==> src/sv/lats_pkg.sv <==
// shared types and constants for the action table search block
`default_nettype none

package lats_pkg;

    // memory depth, a power of two, addresses wrap modulo the depth
    localparam int MEM_WORDS_DEFAULT = 4096;

    // fixed field widths
    localparam int ADDR_FIELD_W = 12;
    localparam int WORD_W       = 32;
    localparam int SYM_W        = 16;
    localparam int CFG_DATA_W   = 32;
    localparam int PADDR_W      = 3;

    // signed search bounds, wide enough for any row length plus sign
    localparam int BOUND_W      = WORD_W + 1;

    // sequencer states
    typedef enum logic [2:0] {
        ST_IDLE,
        ST_RD_START,
        ST_RD_END,
        ST_ROW,
        ST_PROBE,
        ST_STEP,
        ST_FINAL_SYM,
        ST_FINAL_ACT
    } lats_state_t;

    // one result word
    typedef struct packed {
        logic                    found;
        logic [ADDR_FIELD_W-1:0] entry_offset;
        logic [WORD_W-1:0]       action_word;
    } lats_result_t;

endpackage

`default_nettype wire

==> src/sv/lats_search.sv <==
// search sequencer: write items, offset reads, binary search probes and final check
`default_nettype none

module lats_search #(
    parameter int MEM_WORDS = lats_pkg::MEM_WORDS_DEFAULT
) (
    input  wire logic                                clk,
    input  wire logic                                rst_n,
    input  wire logic                                start,
    input  wire logic                                kind,
    input  wire logic [lats_pkg::ADDR_FIELD_W-1:0]   write_address,
    input  wire logic [lats_pkg::WORD_W-1:0]         write_word,
    input  wire logic [lats_pkg::ADDR_FIELD_W-1:0]   state_id,
    input  wire logic [lats_pkg::SYM_W-1:0]          symbol_id,
    input  wire logic [lats_pkg::ADDR_FIELD_W-1:0]   table_base,
    output logic                                     busy,
    output logic                                     done,
    output lats_pkg::lats_result_t                   result,
    output logic                                     mem_we,
    output logic [$clog2(MEM_WORDS)-1:0]             mem_addr,
    output logic [lats_pkg::WORD_W-1:0]              mem_wdata,
    input  wire logic [lats_pkg::WORD_W-1:0]         mem_rdata
);

    localparam int AW = $clog2(MEM_WORDS);
    localparam int BW = lats_pkg::BOUND_W;
    localparam int WW = lats_pkg::WORD_W;

    lats_pkg::lats_state_t state_reg, state_next;

    logic [lats_pkg::ADDR_FIELD_W-1:0] sid_reg, sid_next;
    logic [lats_pkg::SYM_W-1:0]        sym_reg, sym_next;
    logic signed [WW-1:0]              start_reg, start_next;
    logic signed [BW-1:0]              count_reg, count_next;
    logic signed [BW-1:0]              lo_reg, lo_next;
    logic signed [BW-1:0]              hi_reg, hi_next;
    logic signed [BW-1:0]              mid_reg, mid_next;
    logic [AW-1:0]                     first_reg, first_next;
    logic                              done_reg, done_next;
    lats_pkg::lats_result_t            res_reg, res_next;

    logic signed [BW-1:0]  row_diff;
    logic signed [BW:0]    bound_sum;
    logic signed [BW-1:0]  mid_c;
    logic signed [BW-1:0]  pos_c;
    logic signed [WW-1:0]  rd_signed;
    logic signed [WW-1:0]  sym_signed;
    logic [AW-1:0]         ofs_addr;
    logic [AW-1:0]         probe_addr;
    logic [AW-1:0]         first_c;

    assign busy   = (state_reg != lats_pkg::ST_IDLE);
    assign done   = done_reg;
    assign result = res_reg;

    // datapath helpers
    assign rd_signed  = mem_rdata;
    assign sym_signed = WW'(sym_reg);
    assign row_diff   = BW'(rd_signed) - BW'(start_reg);
    assign bound_sum  = (BW+1)'(lo_reg) + (BW+1)'(hi_reg);
    assign mid_c      = bound_sum[BW:1];
    assign pos_c      = hi_reg + BW'(1);
    assign ofs_addr   = AW'(table_base) + AW'(sid_reg);
    assign probe_addr = AW'(start_reg) + AW'({mid_c, 1'b0}) + AW'(1);
    assign first_c    = AW'(start_reg) + AW'({pos_c, 1'b0});

    // state and data registers
    always_ff @(posedge clk or negedge rst_n)
    begin
        if (!rst_n)
        begin
            state_reg <= lats_pkg::ST_IDLE;
            done_reg  <= 1'b0;
        end
        else
        begin
            state_reg <= state_next;
            done_reg  <= done_next;
        end
    end

    always_ff @(posedge clk)
    begin
        sid_reg   <= sid_next;
        sym_reg   <= sym_next;
        start_reg <= start_next;
        count_reg <= count_next;
        lo_reg    <= lo_next;
        hi_reg    <= hi_next;
        mid_reg   <= mid_next;
        first_reg <= first_next;
        res_reg   <= res_next;
    end

    // next state, memory requests and result
    always_comb
    begin
        state_next = state_reg;
        sid_next   = sid_reg;
        sym_next   = sym_reg;
        start_next = start_reg;
        count_next = count_reg;
        lo_next    = lo_reg;
        hi_next    = hi_reg;
        mid_next   = mid_reg;
        first_next = first_reg;
        done_next  = 1'b0;
        res_next   = res_reg;
        mem_we     = 1'b0;
        mem_addr   = ofs_addr;
        mem_wdata  = write_word;

        unique case (state_reg)
            lats_pkg::ST_IDLE:
            begin
                mem_addr = AW'(write_address);
                if (start)
                begin
                    if (kind)
                    begin
                        sid_next   = state_id;
                        sym_next   = symbol_id;
                        state_next = lats_pkg::ST_RD_START;
                    end
                    else
                    begin
                        mem_we = 1'b1;
                    end
                end
            end
            lats_pkg::ST_RD_START:
            begin
                mem_addr   = ofs_addr;
                state_next = lats_pkg::ST_RD_END;
            end
            lats_pkg::ST_RD_END:
            begin
                mem_addr   = ofs_addr + AW'(1);
                start_next = rd_signed;
                state_next = lats_pkg::ST_ROW;
            end
            lats_pkg::ST_ROW:
            begin
                // row holds at least one entry when end - start >= 2
                count_next = row_diff >>> 1;
                lo_next    = '0;
                hi_next    = (row_diff >>> 1) - BW'(1);
                if (row_diff > BW'(1))
                begin
                    state_next = lats_pkg::ST_PROBE;
                end
                else
                begin
                    res_next   = '0;
                    done_next  = 1'b1;
                    state_next = lats_pkg::ST_IDLE;
                end
            end
            lats_pkg::ST_PROBE:
            begin
                if (hi_reg >= lo_reg)
                begin
                    mem_addr   = probe_addr;
                    mid_next   = mid_c;
                    state_next = lats_pkg::ST_STEP;
                end
                else if (pos_c < count_reg)
                begin
                    mem_addr   = first_c + AW'(1);
                    first_next = first_c;
                    state_next = lats_pkg::ST_FINAL_SYM;
                end
                else
                begin
                    res_next   = '0;
                    done_next  = 1'b1;
                    state_next = lats_pkg::ST_IDLE;
                end
            end
            lats_pkg::ST_STEP:
            begin
                // lower bound: move right past smaller symbols
                if (rd_signed < sym_signed)
                begin
                    lo_next = mid_reg + BW'(1);
                end
                else
                begin
                    hi_next = mid_reg - BW'(1);
                end
                state_next = lats_pkg::ST_PROBE;
            end
            lats_pkg::ST_FINAL_SYM:
            begin
                mem_addr = first_reg;
                if (rd_signed == sym_signed)
                begin
                    state_next = lats_pkg::ST_FINAL_ACT;
                end
                else
                begin
                    res_next   = '0;
                    done_next  = 1'b1;
                    state_next = lats_pkg::ST_IDLE;
                end
            end
            lats_pkg::ST_FINAL_ACT:
            begin
                res_next.found        = 1'b1;
                res_next.entry_offset = lats_pkg::ADDR_FIELD_W'(first_reg);
                res_next.action_word  = mem_rdata;
                done_next             = 1'b1;
                state_next            = lats_pkg::ST_IDLE;
            end
            default:
            begin
                state_next = lats_pkg::ST_IDLE;
            end
        endcase
    end

endmodule

`default_nettype wire

==> config.mk <==
export PLATFORM = sky130hd
export DESIGN_NAME = lats_search
export DESIGN_NICKNAME = d
export VERILOG_FILES = /design/src/sv/lats_pkg.sv /design/src/sv/lats_search.sv
export SDC_FILE = /design/constraint.sdc
export NUM_CORES = 1
export LEC_CHECK = 0
export ABC_AREA = 1
export BUFFER_PORTS_ARGS = -buffer_cell sky130_fd_sc_hd__buf_2
export CORE_MARGIN = 4
export CORE_UTILIZATION = 50
export CTS_CLUSTER_SIZE = 28
export DETAILED_ROUTE_END_ITERATION = 16
export PLACE_DENSITY_LB_ADDON = 0.08
export SYNTH_ARGS = -nofsm -noshare
export SYNTH_HDL_FRONTEND = slang
export SYNTH_SLANG_ARGS = --single-unit
==> constraint.sdc <==
create_clock -name clk -period 4.5 [get_ports clk]
set_clock_uncertainty 0.2 [all_clocks]
set_input_delay 0.675 -clock clk [delete_from_list [all_inputs] [get_ports clk]]
set_output_delay 0.675 -clock clk [all_outputs]
set_load 0.005 [all_outputs]
==> metrics.md <==
| Metric | Value |
|---|---|
| Synth async-reset ratio | 1.59% |
| Required time worst endpoint | 3620 ps |
| Detailed-route DRC error count | 0 |
| Pwr dens | 689 mW/mm2 |
| Relative slew margins | 39.4% |
| Endpoints failing setup | 57 |
| Most frequent cells in the layout | nand2_1 (763), inv_1 (580), nor2_1 (294), edfxtp_1 (248), ha_1 (180) |
| Root Driver | clkbuf_16 |
| P&R area growth vs syn | 14.8% |
| Die W | 215 um |
| Type of origin of the critical path | flip-flop |
| Count of flip-flops with a built-in enable after synthesis | 248 |
| Pwr Total | 16.9 mW |
| Final wirelength | 68.5 mm |
| Crit Path Max Fanout | 6 |
| Nets@finish | 3474 |
| Mapped Area | 0.0214 mm2 |
| CP max stage delay | 420 ps |
| FF-to-FF setup slack | -90 ps |
| Crit end category | output port |
| Slew Viols, Final | 0 |
| Peak VDD IR | 381 uV |
| Largest net degree at the start of global routing | 46 |
| Clock-pin slew on the worst setup and hold paths | 60 ps |
| Worst Max-Slew Pin Slew | 907 ps |
| Hpwl dp | 56.2 mm |
| Hold Vio Cnt, Final | 0 |
| Vias in the first global route | 19300 |
| Initial Util | 50.8% |
| Die H | 215 um |
| Reg2Reg Depth | 26 |
| Gpl congestion | 0.996 |
| Antenna cells | 0 |
| Failing checks | negative setup slack |
| Post-DP Area | 0.0231 mm2 |
| Min Clock Period, post-route | 5210 ps |
| Hold Crit Start | symbol_id[11] |
| Full die area | 0.0462 mm2 |
| Final instance area | 0.0246 mm2 |
| First-pass GRT wire length | 104 mm |
| Fin cells | 3729 |
| Clock Sinks | 252 |
| Core area | 0.0421 mm2 |
| P_leak | 12.3 nW |
| Primary FF master, synth | edfxtp_1 |
| Vias per cell | 5.32 |
| Reg2reg start | hi_reg[0] |
| Post-synthesis sequential area ratio | 35.2% |
| Synth Instances | 2954 |
| Arrival @ worst endpoint | 4330 ps |
| Hold slack | 70.1 ps |
| Ys Warns | 0 |
| Syn_nets | 3261 |
| Fin crit share | 116% |
| Worst R2R End | result[27] |
| Hold depth | 1 |
| Dpl cells | 3653 |
| H-tree depth | 1 |
| CTS buffer count | 31 |
| Final ANT Viol Nets | 0 |
| Crit-path slowest cell | edfxtp_1 |
| Type of the worst min-delay path | input pin to flip-flop |
| CTS tree | built |
| Routed len/inst | 18.4 um |
| Synth cell types | 59 |
| Num rows | 75 |
| Insertion delay to the later sink of the worst-skew pair | 580 ps |
| Max Cap Viol | 0 |
| I/O Pins | 212 |
| DRT iter0 DRCs | 1631 |
| GRT Resource Usage Total | 28.6% |
| Seq cells post-synth | 252 |
| Grt ovf | 0 |
| RSZ-0062 raised after global routing | true |
| Port buffer count | 147 |
| Via Count | 19900 |
| Clock Path Buffers | 3 |
| Leading cell type in the layout, fill and taps excluded | nand2_1 |
| Largest register FFs | 45 |
| Synthesized area per cell | 7.25 um2 |
| Initial antenna violation count | 0 |
| Fillers | 4045 |
| DRT Pass-1 Iters | 5 |
| Share of layout cells above drive strength 1 | 13.4% |
| Worst setup margin | -708 ps |
| Worst hold endpoint | sym_reg[11] |
| FMAX | 0.192 GHz |
| Setup Crit Path Kind | flip-flop to output port |
| Outcome | finished with violations |
| Place WS | -290 ps |
[worst max-delay path: cells and delay by family (launching register included)]
kind            cells  cell delay [ps]
simple gates       19             2230
xor+xnor            1              200
buf+inv             2              300
compound gates      1              150
flops               1              420
fa+ha+maj           2              450
[logic make-up (layout without fill, tap and decap cells)]
kind of cell             count (synthesis)  count (layout)  share of synthesized area [%]
adder cells (fa/ha/maj)                187             187                           11.1
buffers and inverters                  657             893                           12.2
AND/OR/NAND/NOR                       1477            1477                           29.8
flip-flops                             252             252                           35.2
XOR/XNOR                               105             105                           4.40
AO/OA/AOI/OAI                          276             276                           7.27
[what timing repair did]
action / 4_1_cts / 5_1_grt
resized for setup: 33 / 43
hold buffers: 1 / 0
pin swaps: 16 / 25
buffers inserted: 9 / 5
endpoints found under the setup margin: 57 / 69
hold endpoints to repair: 4 / 0
gates cloned: 2 / 4
[worst max path at each step]
| stage | from | to | slack [ps] | cells after the start |
|---|---|---|---|---|
| finish | hi_reg[0] | mem_addr[9] | -710 | 25 |
| global route | hi_reg[0] | mem_addr[5] | -950 | 24 |
| CTS | hi_reg[0] | mem_addr[9] | -630 | 27 |
| detailed placement | hi_reg[1] | mem_addr[9] | -290 | 24 |
| global placement | hi_reg[0] | mem_addr[11] | -60 | 25 |
| floorplan | hi_reg[1] | mem_addr[4] | 20 | 24 |
[through the flow]
stage / util (%) / TNS [ps]
after floorplan: - / 0
after global placement: 54.8 / -611
after detailed placement: 54.8 / -6920
after CTS: 57.6 / -7140
after global routing: 58.3 / -25830
final: 58.3 / -10980
[cell usage after synthesis, types with 8 or more instances]
cell,instances,area [um2]
nand2_1,776,2910
inv_1,583,2190
nor2_1,305,1140
edfxtp_1,248,7450
ha_1,182,2280
nand3_1,179,896
a21oi_1,144,721
nand4_1,73,457
xor2_1,72,631
o21ai_0,71,355
nor3_1,48,240
buf_4,35,263
xnor2_1,30,263
nand2_2,21,131
nor2_2,18,113
clkbuf_1,17,63.8
and2_1,10,62.6
nor4_1,10,62.6
nand3b_1,9,67.6
a21o_1,8,60.1
buf_2,8,40.0
inv_2,8,30.0
[layout make-up]
cell class	instances	area [um2]	area share (%)
multi-input cells	2045	11600	47.1
flip-flops and latches	252	7550	30.7
inverters	594	2230	9.07
repair buffers	243	1580	6.45
clock buffers	35	791	3.22
well taps	539	674	2.74
clock inverters	21	180	0.733
[routing by layer]
layer,vias up,part of all wire [%],global-route usage [%]
li1,9845,-,-
met1,9110,44,40.0
met2,769,44,45.6
met3,132,8.0,4.72
met4,0,3.3,8.88
met5,-,0,0.208
[power breakdown]
part	leakage (nW)	internal (mW)	switching, mW
sequential	2.35	3.67	0.462
combinational	9.44	3.58	6.82
clock	0.461	1.38	1.02
total	12.3	8.62	8.30
(Power assumes the default switching activity.)
